**config.mk**
```make
export PLATFORM = sky130hd
export DESIGN_NAME = blinking_three_digit_display_flat
export DESIGN_NICKNAME = d
export VERILOG_FILES = /design/src/rtl/core/btd_pkg.sv /design/src/rtl/core/btd_if.sv /design/src/rtl/core/blinking_three_digit_display.sv /design/src/rtl/core/btd_split.sv /design/src/flat_wrapper.sv
export SDC_FILE = /design/constraint.sdc
export NUM_CORES = 1
export LEC_CHECK = 0
export ABC_AREA = 1
export BUFFER_PORTS_ARGS = -buffer_cell sky130_fd_sc_hd__buf_2
export CORE_ASPECT_RATIO = 0.5
export CORE_MARGIN = 8
export CORE_UTILIZATION = 50
export CTS_CLUSTER_DIAMETER = 200
export CTS_CLUSTER_SIZE = 24
export DETAILED_ROUTE_END_ITERATION = 10
export PLACE_DENSITY_LB_ADDON = 0.12
export REMOVE_ABC_BUFFERS = 1
export SYNTH_ARGS = -nofsm -noshare
export SYNTH_HDL_FRONTEND = slang
export SYNTH_SLANG_ARGS = --single-unit
```
**constraint.sdc**
```tcl
create_clock -name clk -period 12.7 [get_ports clk]
set_input_delay 2.54 -clock clk [delete_from_list [all_inputs] [get_ports clk]]
set_output_delay 2.54 -clock clk [all_outputs]
set_load 0.02 [all_outputs]
```
**src/rtl/core/btd_pkg.sv**
```systemverilog
package btd_pkg;

	localparam int VALUE_W    = 11;
	localparam int SEG_W      = 7;
	localparam int CODE_W     = 4;
	localparam int COUNT_W    = 7;
	localparam int MAG_W      = 10;
	localparam int REM_W      = 7;
	localparam int CFG_IDX_W  = 3;
	localparam int CFG_DATA_W = 4;

	// register indexes on the configuration port
	localparam logic [CFG_IDX_W-1:0] REG_FLASH_RATE = 3'd0;
	localparam logic [CFG_IDX_W-1:0] REG_START_ON   = 3'd1;
	localparam logic [CFG_IDX_W-1:0] REG_DP_POS     = 3'd2;
	localparam logic [CFG_IDX_W-1:0] REG_SHORT_OFF  = 3'd3;
	localparam logic [CFG_IDX_W-1:0] REG_BLANK_OFF  = 3'd4;
	localparam logic [CFG_IDX_W-1:0] REG_RECALC     = 3'd5;
	localparam logic [CFG_IDX_W-1:0] REG_BLINK_MASK = 3'd6;

	typedef logic [CODE_W-1:0] digit_t;

	typedef struct packed {
		digit_t hun;
		digit_t ten;
		digit_t one;
	} digits_t;

	localparam digit_t CODE_P     = 4'd10;
	localparam digit_t CODE_MINUS = 4'd14;

	function automatic logic [SEG_W-1:0] btd_seg(input digit_t code);
		logic [SEG_W-1:0] s;
		case (code)
			4'd0:    s = 7'h3f;
			4'd1:    s = 7'h06;
			4'd2:    s = 7'h5b;
			4'd3:    s = 7'h4f;
			4'd4:    s = 7'h66;
			4'd5:    s = 7'h6d;
			4'd6:    s = 7'h7d;
			4'd7:    s = 7'h07;
			4'd8:    s = 7'h7f;
			4'd9:    s = 7'h6f;
			4'd10:   s = 7'h73;
			4'd11:   s = 7'h79;
			4'd12:   s = 7'h71;
			4'd13:   s = 7'h50;
			4'd14:   s = 7'h40;
			default: s = 7'h00;
		endcase
		return s;
	endfunction

	// blink limit: 100 / rate, zero when blinking is off
	function automatic logic [COUNT_W-1:0] btd_limit(input logic [3:0] rate);
		logic [COUNT_W-1:0] l;
		case (rate)
			4'd1:    l = 7'd100;
			4'd2:    l = 7'd50;
			4'd3:    l = 7'd33;
			4'd4:    l = 7'd25;
			4'd5:    l = 7'd20;
			4'd6:    l = 7'd16;
			4'd7:    l = 7'd14;
			4'd8:    l = 7'd12;
			4'd9:    l = 7'd11;
			4'd10:   l = 7'd10;
			4'd11:   l = 7'd9;
			4'd12:   l = 7'd8;
			4'd13:   l = 7'd7;
			4'd14:   l = 7'd7;
			4'd15:   l = 7'd6;
			default: l = 7'd0;
		endcase
		return l;
	endfunction

endpackage

```
**src/rtl/core/btd_if.sv**
```systemverilog
interface btd_tick_if;
	logic                                valid;
	logic                                ready;
	logic signed [btd_pkg::VALUE_W-1:0]  value;
	logic                                setting_mode;

	modport source (output valid, output value, output setting_mode, input ready);
	modport sink   (input valid, input value, input setting_mode, output ready);
endinterface

interface btd_disp_if;
	logic                          valid;
	logic                          ready;
	logic [btd_pkg::SEG_W-1:0]     seg_hundreds;
	logic [btd_pkg::SEG_W-1:0]     seg_tens;
	logic [btd_pkg::SEG_W-1:0]     seg_ones;
	logic                          show_hundreds;
	logic                          show_tens;
	logic                          show_ones;
	logic                          dp_hundreds;
	logic                          dp_tens;
	logic                          dp_ones;

	modport source (
		output valid, output seg_hundreds, output seg_tens, output seg_ones,
		output show_hundreds, output show_tens, output show_ones,
		output dp_hundreds, output dp_tens, output dp_ones, input ready
	);
	modport sink (
		input valid, input seg_hundreds, input seg_tens, input seg_ones,
		input show_hundreds, input show_tens, input show_ones,
		input dp_hundreds, input dp_tens, input dp_ones, output ready
	);
endinterface

```
**src/rtl/core/blinking_three_digit_display.sv**
```systemverilog
// Three-digit blinking seven-segment display driver.
// tick (sink): one beat per refresh tick, carrying the signed value to show
//   and the setting-mode flag. disp (source): one beat per tick with segment
//   patterns, per-digit show flags and decimal point flags.
// cfg_we/cfg_index/cfg_data: register writes, taken on any edge with cfg_we
//   high; every write to a known register restarts the blink sequence. The user
//   must issue writes only while no tick is in flight; the block does not check.
// Pipeline: a tick accepted at one edge is captured in the input register and
//   its result is loaded into the output register once that register is empty
//   or disp.ready is high, raising disp valid. One tick per cycle is sustained
//   while disp.ready is high; the blink counter and digit store update in the
//   single pass between the input and output registers.
// Stall: while disp.ready is low the result is held; the input register still
//   takes one more beat, after which tick.ready drops until the result drains.
// Reset: the control and state registers take their defaults (blinking off,
//   phase lit, decimal point off, digits recomputed each tick, stored digits
//   000); no beats are in flight after reset. Data registers are not reset.
module blinking_three_digit_display (
	input  logic                               clk,
	input  logic                               arst_n,
	btd_tick_if.sink                           tick,
	btd_disp_if.source                         disp,
	input  logic                               cfg_we,
	input  logic [btd_pkg::CFG_IDX_W-1:0]      cfg_index,
	input  logic [btd_pkg::CFG_DATA_W-1:0]     cfg_data
);
	import btd_pkg::*;

	// configuration
	logic [3:0] flash_rate_q;
	logic       start_on_q;
	logic [1:0] dp_position_q;
	logic       short_off_q;
	logic       blank_off_q;
	logic       recalc_q;
	logic [2:0] blink_mask_q;

	logic [3:0] rate_n;
	logic       start_n;
	logic [1:0] dp_n;
	logic       short_n;
	logic       blank_n;
	logic       recalc_n;
	logic [2:0] mask_n;
	logic       cfg_hit;
	logic [COUNT_W-1:0] limit_cfg;
	logic [COUNT_W-1:0] count_cfg;

	// blink state and digit store
	logic [COUNT_W-1:0] blink_count_q;
	logic [COUNT_W-1:0] blink_limit_q;
	logic               lit_q;
	digits_t            digits_q;

	// input stage
	logic                      valid_s1;
	logic signed [VALUE_W-1:0] value_s1;
	logic                      setting_s1;

	// output stage
	logic              out_valid_q;
	logic [SEG_W-1:0]  seg_h_q, seg_t_q, seg_o_q;
	logic [2:0]        show_q;
	logic [2:0]        dp_q;

	logic               advance;
	logic [COUNT_W-1:0] cnt_inc;
	logic [COUNT_W-1:0] cnt_dec;
	logic [COUNT_W-1:0] count_n;
	logic               lit_n;
	logic               blank_tick;
	digits_t            split_digits;
	digits_t            digits_n;
	logic [2:0]         show_n;
	logic [2:0]         dp_n3;
	logic [SEG_W-1:0]   seg_h_n, seg_t_n, seg_o_n;

	btd_split u_split (
		.value        (value_s1),
		.setting_mode (setting_s1),
		.digits       (split_digits)
	);

	assign advance    = valid_s1 && (!out_valid_q || disp.ready);
	assign tick.ready = !valid_s1 || advance;

	// register write decode
	assign cfg_hit = cfg_we && (cfg_index inside {[REG_FLASH_RATE:REG_BLINK_MASK]});

	always_comb begin
		rate_n   = flash_rate_q;
		start_n  = start_on_q;
		dp_n     = dp_position_q;
		short_n  = short_off_q;
		blank_n  = blank_off_q;
		recalc_n = recalc_q;
		mask_n   = blink_mask_q;
		case (cfg_index)
			REG_FLASH_RATE: rate_n   = cfg_data[3:0];
			REG_START_ON:   start_n  = cfg_data[0];
			REG_DP_POS:     dp_n     = cfg_data[1:0];
			REG_SHORT_OFF:  short_n  = cfg_data[0];
			REG_BLANK_OFF:  blank_n  = cfg_data[0];
			REG_RECALC:     recalc_n = cfg_data[0];
			REG_BLINK_MASK: mask_n   = cfg_data[2:0];
			default: ;
		endcase
	end

	// restart of the blink sequence, from the freshly written values
	assign limit_cfg = btd_limit(rate_n);
	always_comb begin
		count_cfg = '0;
		if (rate_n != 4'd0 && !start_n)
			count_cfg = short_n ? (limit_cfg >> 2) : limit_cfg;
	end

	// per-tick blink step
	assign cnt_inc = blink_count_q + 7'd1;
	assign cnt_dec = (blink_count_q != '0) ? blink_count_q - 7'd1 : blink_count_q;

	always_comb begin
		count_n    = blink_count_q;
		lit_n      = lit_q;
		blank_tick = 1'b0;
		if (blink_limit_q != '0) begin
			if (lit_q) begin
				count_n = cnt_inc;
				if (cnt_inc == blink_limit_q) begin
					lit_n = 1'b0;
					if (short_off_q)
						count_n = cnt_inc >> 2;
				end
			end else begin
				count_n = cnt_dec;
				if (cnt_dec == '0)
					lit_n = 1'b1;
				blank_tick = blank_off_q;
			end
		end
	end

	always_comb begin
		digits_n = digits_q;
		if (!blank_tick && recalc_q)
			digits_n = split_digits;
	end

	// bit 2 hundreds, bit 1 tens, bit 0 ones
	always_comb begin
		for (int d = 0; d < 3; d++) begin
			show_n[d] = !blank_tick && (lit_n || !blink_mask_q[d]);
			dp_n3[d]  = show_n[d] && (dp_position_q == 2'(d + 1));
		end
		seg_h_n = show_n[2] ? btd_seg(digits_n.hun) : '0;
		seg_t_n = show_n[1] ? btd_seg(digits_n.ten) : '0;
		seg_o_n = show_n[0] ? btd_seg(digits_n.one) : '0;
	end

	always_ff @(posedge clk or negedge arst_n) begin
		if (!arst_n) begin
			flash_rate_q  <= '0;
			start_on_q    <= 1'b1;
			dp_position_q <= '0;
			short_off_q   <= 1'b0;
			blank_off_q   <= 1'b0;
			recalc_q      <= 1'b1;
			blink_mask_q  <= '0;
			blink_count_q <= '0;
			blink_limit_q <= '0;
			lit_q         <= 1'b1;
			digits_q      <= '0;
			valid_s1      <= 1'b0;
			out_valid_q   <= 1'b0;
		end else begin
			if (cfg_hit) begin
				flash_rate_q  <= rate_n;
				start_on_q    <= start_n;
				dp_position_q <= dp_n;
				short_off_q   <= short_n;
				blank_off_q   <= blank_n;
				recalc_q      <= recalc_n;
				blink_mask_q  <= mask_n;
				blink_limit_q <= limit_cfg;
				blink_count_q <= count_cfg;
				lit_q         <= start_n;
			end else if (advance) begin
				blink_count_q <= count_n;
				lit_q         <= lit_n;
				digits_q      <= digits_n;
			end
			if (tick.ready)
				valid_s1 <= tick.valid;
			if (advance)
				out_valid_q <= 1'b1;
			else if (disp.ready)
				out_valid_q <= 1'b0;
		end
	end

	always_ff @(posedge clk) begin
		if (tick.valid && tick.ready) begin
			value_s1   <= tick.value;
			setting_s1 <= tick.setting_mode;
		end
		if (advance) begin
			seg_h_q <= seg_h_n;
			seg_t_q <= seg_t_n;
			seg_o_q <= seg_o_n;
			show_q  <= show_n;
			dp_q    <= dp_n3;
		end
	end

	assign disp.valid         = out_valid_q;
	assign disp.seg_hundreds  = seg_h_q;
	assign disp.seg_tens      = seg_t_q;
	assign disp.seg_ones      = seg_o_q;
	assign disp.show_hundreds = show_q[2];
	assign disp.show_tens     = show_q[1];
	assign disp.show_ones     = show_q[0];
	assign disp.dp_hundreds   = dp_q[2];
	assign disp.dp_tens       = dp_q[1];
	assign disp.dp_ones       = dp_q[0];

	a_limit_follows_rate: assert property (@(posedge clk) disable iff (!arst_n)
		cfg_hit |=> blink_limit_q == btd_limit(flash_rate_q))
		else $error("blink limit does not match flash rate after write");

	a_count_in_range: assert property (@(posedge clk) disable iff (!arst_n)
		blink_count_q <= blink_limit_q)
		else $error("blink count beyond limit");

	a_hidden_digit_dark: assert property (@(posedge clk) disable iff (!arst_n)
		out_valid_q && !show_q[2] |-> seg_h_q == '0 && !dp_q[2])
		else $error("hidden hundreds digit drives segments");

	a_single_dp: assert property (@(posedge clk) disable iff (!arst_n)
		out_valid_q |-> $onehot0(dp_q))
		else $error("more than one decimal point lit");

endmodule

```
**src/rtl/core/btd_split.sv**
```systemverilog
module btd_split (
	input  logic signed [btd_pkg::VALUE_W-1:0] value,
	input  logic                               setting_mode,
	output btd_pkg::digits_t                   digits
);
	import btd_pkg::*;

	logic [VALUE_W-1:0] neg_value;
	logic [MAG_W-1:0]   mag;
	logic [CODE_W-1:0]  hun_cnt;
	logic [REM_W-1:0]   rem;
	logic [CODE_W-1:0]  ten_cnt;
	logic [CODE_W-1:0]  one_val;
	logic [MAG_W-1:0]   hun_sub;
	logic [REM_W-1:0]   ten_sub;

	assign neg_value = VALUE_W'(-value);

	// clamp to the displayable range and take the magnitude
	always_comb begin
		mag = value[MAG_W-1:0];
		if (setting_mode) begin
			if (value < 0)
				mag = '0;
			else if (value > 11'sd99)
				mag = 10'd99;
		end else begin
			if (value < -11'sd99)
				mag = 10'd99;
			else if (value < 0)
				mag = neg_value[MAG_W-1:0];
			else if (value > 11'sd999)
				mag = 10'd999;
		end
	end

	// hundreds and tens by threshold counting
	always_comb begin
		hun_cnt = '0;
		for (int k = 1; k <= 9; k++) begin
			if (mag >= MAG_W'(k * 100))
				hun_cnt = hun_cnt + 4'd1;
		end
	end

	assign hun_sub = MAG_W'(hun_cnt) * 10'd100;
	assign rem     = REM_W'(mag - hun_sub);

	always_comb begin
		ten_cnt = '0;
		for (int k = 1; k <= 9; k++) begin
			if (rem >= REM_W'(k * 10))
				ten_cnt = ten_cnt + 4'd1;
		end
	end

	assign ten_sub = REM_W'(ten_cnt) * 7'd10;
	assign one_val = CODE_W'(rem - ten_sub);

	always_comb begin
		if (setting_mode)
			digits.hun = CODE_P;
		else if (value < 0)
			digits.hun = CODE_MINUS;
		else
			digits.hun = hun_cnt;
		digits.ten = ten_cnt;
		digits.one = one_val;
	end

endmodule
```
**src/flat_wrapper.sv**
```systemverilog
// flat-port wrapper written by rule: the top's interface ports become plain ports
module blinking_three_digit_display_flat import btd_pkg::*;
  (clk, arst_n, cfg_we, cfg_index, cfg_data, tick_valid, tick_value, tick_setting_mode, tick_ready, disp_valid, disp_seg_hundreds, disp_seg_tens, disp_seg_ones, disp_show_hundreds, disp_show_tens, disp_show_ones, disp_dp_hundreds, disp_dp_tens, disp_dp_ones, disp_ready);
  btd_tick_if tick_i ();
  btd_disp_if disp_i ();
  input  logic clk;
  input  logic arst_n;
  input  logic cfg_we;
  input  logic [btd_pkg::CFG_IDX_W-1:0] cfg_index;
  input  logic [btd_pkg::CFG_DATA_W-1:0] cfg_data;
  input wire logic [$bits(tick_i.valid)-1:0] tick_valid;
  input wire logic [$bits(tick_i.value)-1:0] tick_value;
  input wire logic [$bits(tick_i.setting_mode)-1:0] tick_setting_mode;
  output wire logic [$bits(tick_i.ready)-1:0] tick_ready;
  output wire logic [$bits(disp_i.valid)-1:0] disp_valid;
  output wire logic [$bits(disp_i.seg_hundreds)-1:0] disp_seg_hundreds;
  output wire logic [$bits(disp_i.seg_tens)-1:0] disp_seg_tens;
  output wire logic [$bits(disp_i.seg_ones)-1:0] disp_seg_ones;
  output wire logic [$bits(disp_i.show_hundreds)-1:0] disp_show_hundreds;
  output wire logic [$bits(disp_i.show_tens)-1:0] disp_show_tens;
  output wire logic [$bits(disp_i.show_ones)-1:0] disp_show_ones;
  output wire logic [$bits(disp_i.dp_hundreds)-1:0] disp_dp_hundreds;
  output wire logic [$bits(disp_i.dp_tens)-1:0] disp_dp_tens;
  output wire logic [$bits(disp_i.dp_ones)-1:0] disp_dp_ones;
  input wire logic [$bits(disp_i.ready)-1:0] disp_ready;
  assign tick_i.valid = tick_valid;
  assign tick_i.value = tick_value;
  assign tick_i.setting_mode = tick_setting_mode;
  assign tick_ready = tick_i.ready;
  assign disp_valid = disp_i.valid;
  assign disp_seg_hundreds = disp_i.seg_hundreds;
  assign disp_seg_tens = disp_i.seg_tens;
  assign disp_seg_ones = disp_i.seg_ones;
  assign disp_show_hundreds = disp_i.show_hundreds;
  assign disp_show_tens = disp_i.show_tens;
  assign disp_show_ones = disp_i.show_ones;
  assign disp_dp_hundreds = disp_i.dp_hundreds;
  assign disp_dp_tens = disp_i.dp_tens;
  assign disp_dp_ones = disp_i.dp_ones;
  assign disp_i.ready = disp_ready;
  blinking_three_digit_display u_core (.clk(clk), .arst_n(arst_n), .tick(tick_i), .disp(disp_i), .cfg_we(cfg_we), .cfg_index(cfg_index), .cfg_data(cfg_data));
endmodule
```
==> flow_metrics.tcl <==
set metrics [dict create \
    synth_area_um2 7340 \
    hold_depth 2 \
    syn_inst 1035 \
    cts-buffers-inserted 9 \
    clock_sinks 81 \
    stdcell_area_um2 8340 \
    startpoint_type "register" \
    max_stage_delay_ns 0.47 \
    rr_worst_depth 75 \
    cts_tree "yes" \
    core_area_um2 14400 \
    utilization_pct 58.0 \
    die_area_um2 19100 \
    setup_viol 0 \
    antenna_found_initial 0 \
    ys_ff_latch 81 \
    drt_wl_total_um 17000 \
    status "complete, no violations" \
    syn_avg_cell_area_um2 7.09 \
    clock_latency_ns 0.34 \
    dp_slack_ns 0.180 \
    final.period_utilization_pct 92.2 \
    dp_hpwl_um 13100 \
    r2r_slack_ns 1.0 \
    io_pins 53 \
    r2r_start "u_core.value_s1[3]" \
    critPathMaxFanout 8 \
    cts.path.max_buffers 2 \
    drive_above_1_share_pct 18.7 \
    io_buffer_count 52 \
    ant_nets 0 \
    setup_slack_ns 0.997 \
    min_to "u_core.start_on_q" \
    synthArstFlopShare_pct 51.9 \
    avgRoutedWirePerCell_um 13.1 \
    postCtsHoldBufs 0 \
    cp.required_ns 12.80 \
    antenna_cells 0 \
    min-delay-start "u_core.start_on_q" \
    crit_arrival_ns 11.80 \
    synth_cell_type_count 58 \
    crit_top_cell "nand2_1" \
    critPathKind "reg -> reg" \
    drtIter0Drc 434 \
    ys_seq_area_share_pct 30.3 \
    die_h_um 102 \
    grt-ovfl-total 0 \
    layout_min_cycle_time_ns 11.70 \
    rows 31 \
    final_hold_viol_count 0 \
    max_freq_mhz 85.4 \
    fin_skew_ns 0.00689 \
    root_buffer "clkbuf_16" \
    viasPerCell 5.23 \
    die_w_um 187 \
    ys_top_cells_by_area "edfxtp_1, dfrtp_1, nand2_1" \
    worstMarginPinSlew_ns 1.09 \
    drc 0 \
    clk_pin_slew_ns 0.06 \
    grt_pass1_wl_um 28800 \
    gp_congestion 0.909 \
    yosysWarningCount 0 \
    ys.flop_type "edfxtp_1" \
    synth_edf_count 39 \
    post_dp_cell_area_um2 7820 \
    max_cap_viol_count 0 \
    hp-class "reg -> reg" \
    grt_start_max_net_pins 43 \
    dr.pass1.iters 5 \
    yosysTopAreaCellShare_pct 15.9 \
    initial_core_util_pct 51.0 \
    slew_violations 0 \
    syn2layout_area_growth_pct 13.6 \
    grt_pass1_vias 6410 \
    fin_nets 1175 \
    track_usage_pct 17.8 \
    h-tree-depth 3 \
    slew_headroom_pct 27.5 \
    yosysTopAreaCell "edfxtp_1" \
    crit_slowest_cell "edfxtp_1" \
    end_kind "register" \
    r2r_end "u_core.disp.seg_ones[4]" \
    vias 6810 \
    whs_ns 0.470 \
]
[area by class of cell]
type,instances,area (µm²)
inverters,167,627
multi-input cells,774,4530
fillers,1330,6050
clock buffers,9,225
repair buffers,67,385
clock inverters,7,103
flip-flops and latches,81,2230
well taps,198,248
[metrics by stage]
stage                     setup TNS, ns  instances
after floorplan                       0       1022
after global placement                0       1275
after detailed placement              0       1275
after CTS                             0       1291
after global routing            -0.0381       1303
final                                 0       1303
[worst max path at each step]
stage | from | depth (start not counted) | slack (ns) | end
after CTS | u_core.value_s1[10] | 76 | 0.12 | u_core.disp.seg_ones[4]
after global placement | u_core.value_s1[10] | 76 | 0.47 | u_core.disp.seg_ones[4]
after detailed placement | u_core.value_s1[10] | 76 | 0.18 | u_core.disp.seg_ones[4]
final | u_core.value_s1[3] | 75 | 1.0 | u_core.disp.seg_ones[4]
after global routing | u_core.value_s1[0] | 78 | -0.04 | u_core.disp.seg_ones[4]
after floorplan | u_core.value_s1[10] | 74 | 1.22 | u_core.disp.seg_ones[4]
[cell families (layout without fill, tap and decap cells)]
kind of cell    after synthesis  count (layout)  share of synthesized area [%]
xor+xnor                     20              20                           2.39
simple gates                534             534                           35.2
mux                           1               1                          0.153
buf+inv                     180             250                           9.30
flops                        81              81                           30.3
fa+ha+maj                    51              51                           8.89
compound gates              168             168                           13.8
[layer usage]
layer	GRT usage (%)	part of all wire [%]	wire [µm]	vias to the layer above
met1	21.9	47	7920	3128
li1	-	-	-	3531
met2	32.6	49	8330	131
met4	4.33	1.3	218	0
met3	2.89	3.3	563	20
met5	0	0	0	-
[sequential cells by signal (all words and copies together), names as in the netlist, named ones only]
signal / cells
u_core.valid_s1: 1
u_core.blank_off_q: 1
u_core.blink_mask_q: 3
u_core.start_on_q: 1
u_core.flash_rate_q: 4
u_core.recalc_q: 1
u_core.show_q: 3
u_core.value_s1: 11
u_core.disp.seg_tens: 7
u_core.lit_q: 1
u_core.short_off_q: 1
u_core.blink_limit_q: 7
u_core.disp.valid: 1
u_core.digits_q: 11
u_core.dp_position_q: 2
u_core.blink_count_q: 7
u_core.disp.seg_ones: 7
u_core.setting_s1: 1
u_core.dp_q: 3
u_core.disp.seg_hundreds: 7
[Yosys cell counts (all sizes together) (2+ instances only)]
cell and count:
a211oi 3, a21oi 41, a22oi 2, a311oi 2
a31oi 8, buf 4, clkbuf 9, clkinv 2
dfrtp 39, dfstp 3, edfxtp 39, fa 2
ha 49, inv 165, nand2 283, nand3 118
nand3b 5, nand4 8, nor2 93, nor3 11
nor3b 2, nor4 2, o2111ai 2, o211ai 8
o21ai 84, o22ai 7, o311ai 2, o31ai 5
or2 12, xnor2 7, xor2 13
[timing repair]
action                     4_1_cts  5_1_grt
resized for setup                0       20
setup buffers                    0       12
setup endpoints to repair        0       16
hold endpoints to repair         0        0
[critical path: cells and delay by family (launching register included)]
kind | cells | cell delay (ns)
fa+ha+maj | 14 | 4.05
flops | 1 | 0.47
simple gates | 39 | 4.52
compound gates | 9 | 1.30
buf+inv | 10 | 0.67
xor+xnor | 3 | 0.48
[cell usage in the layout, fill, tap and decap left out, drive strengths merged, types with 3 or more instances in the layout]
cell type and count:
a211oi 3, a21oi 41, a31oi 8, buf 67, clkbuf 9, clkinv 4, dfrtp 39, dfstp 3
edfxtp 39, ha 49, inv 167, nand2 283, nand3 118, nand3b 5, nand4 8, nor2 93
nor3 11, o211ai 8, o21ai 84, o22ai 7, o31ai 5, or2 12, xnor2 7, xor2 13
Power is not shown: default switching activity piles up to over one toggle a cycle in this logic, so the estimate is an artifact.
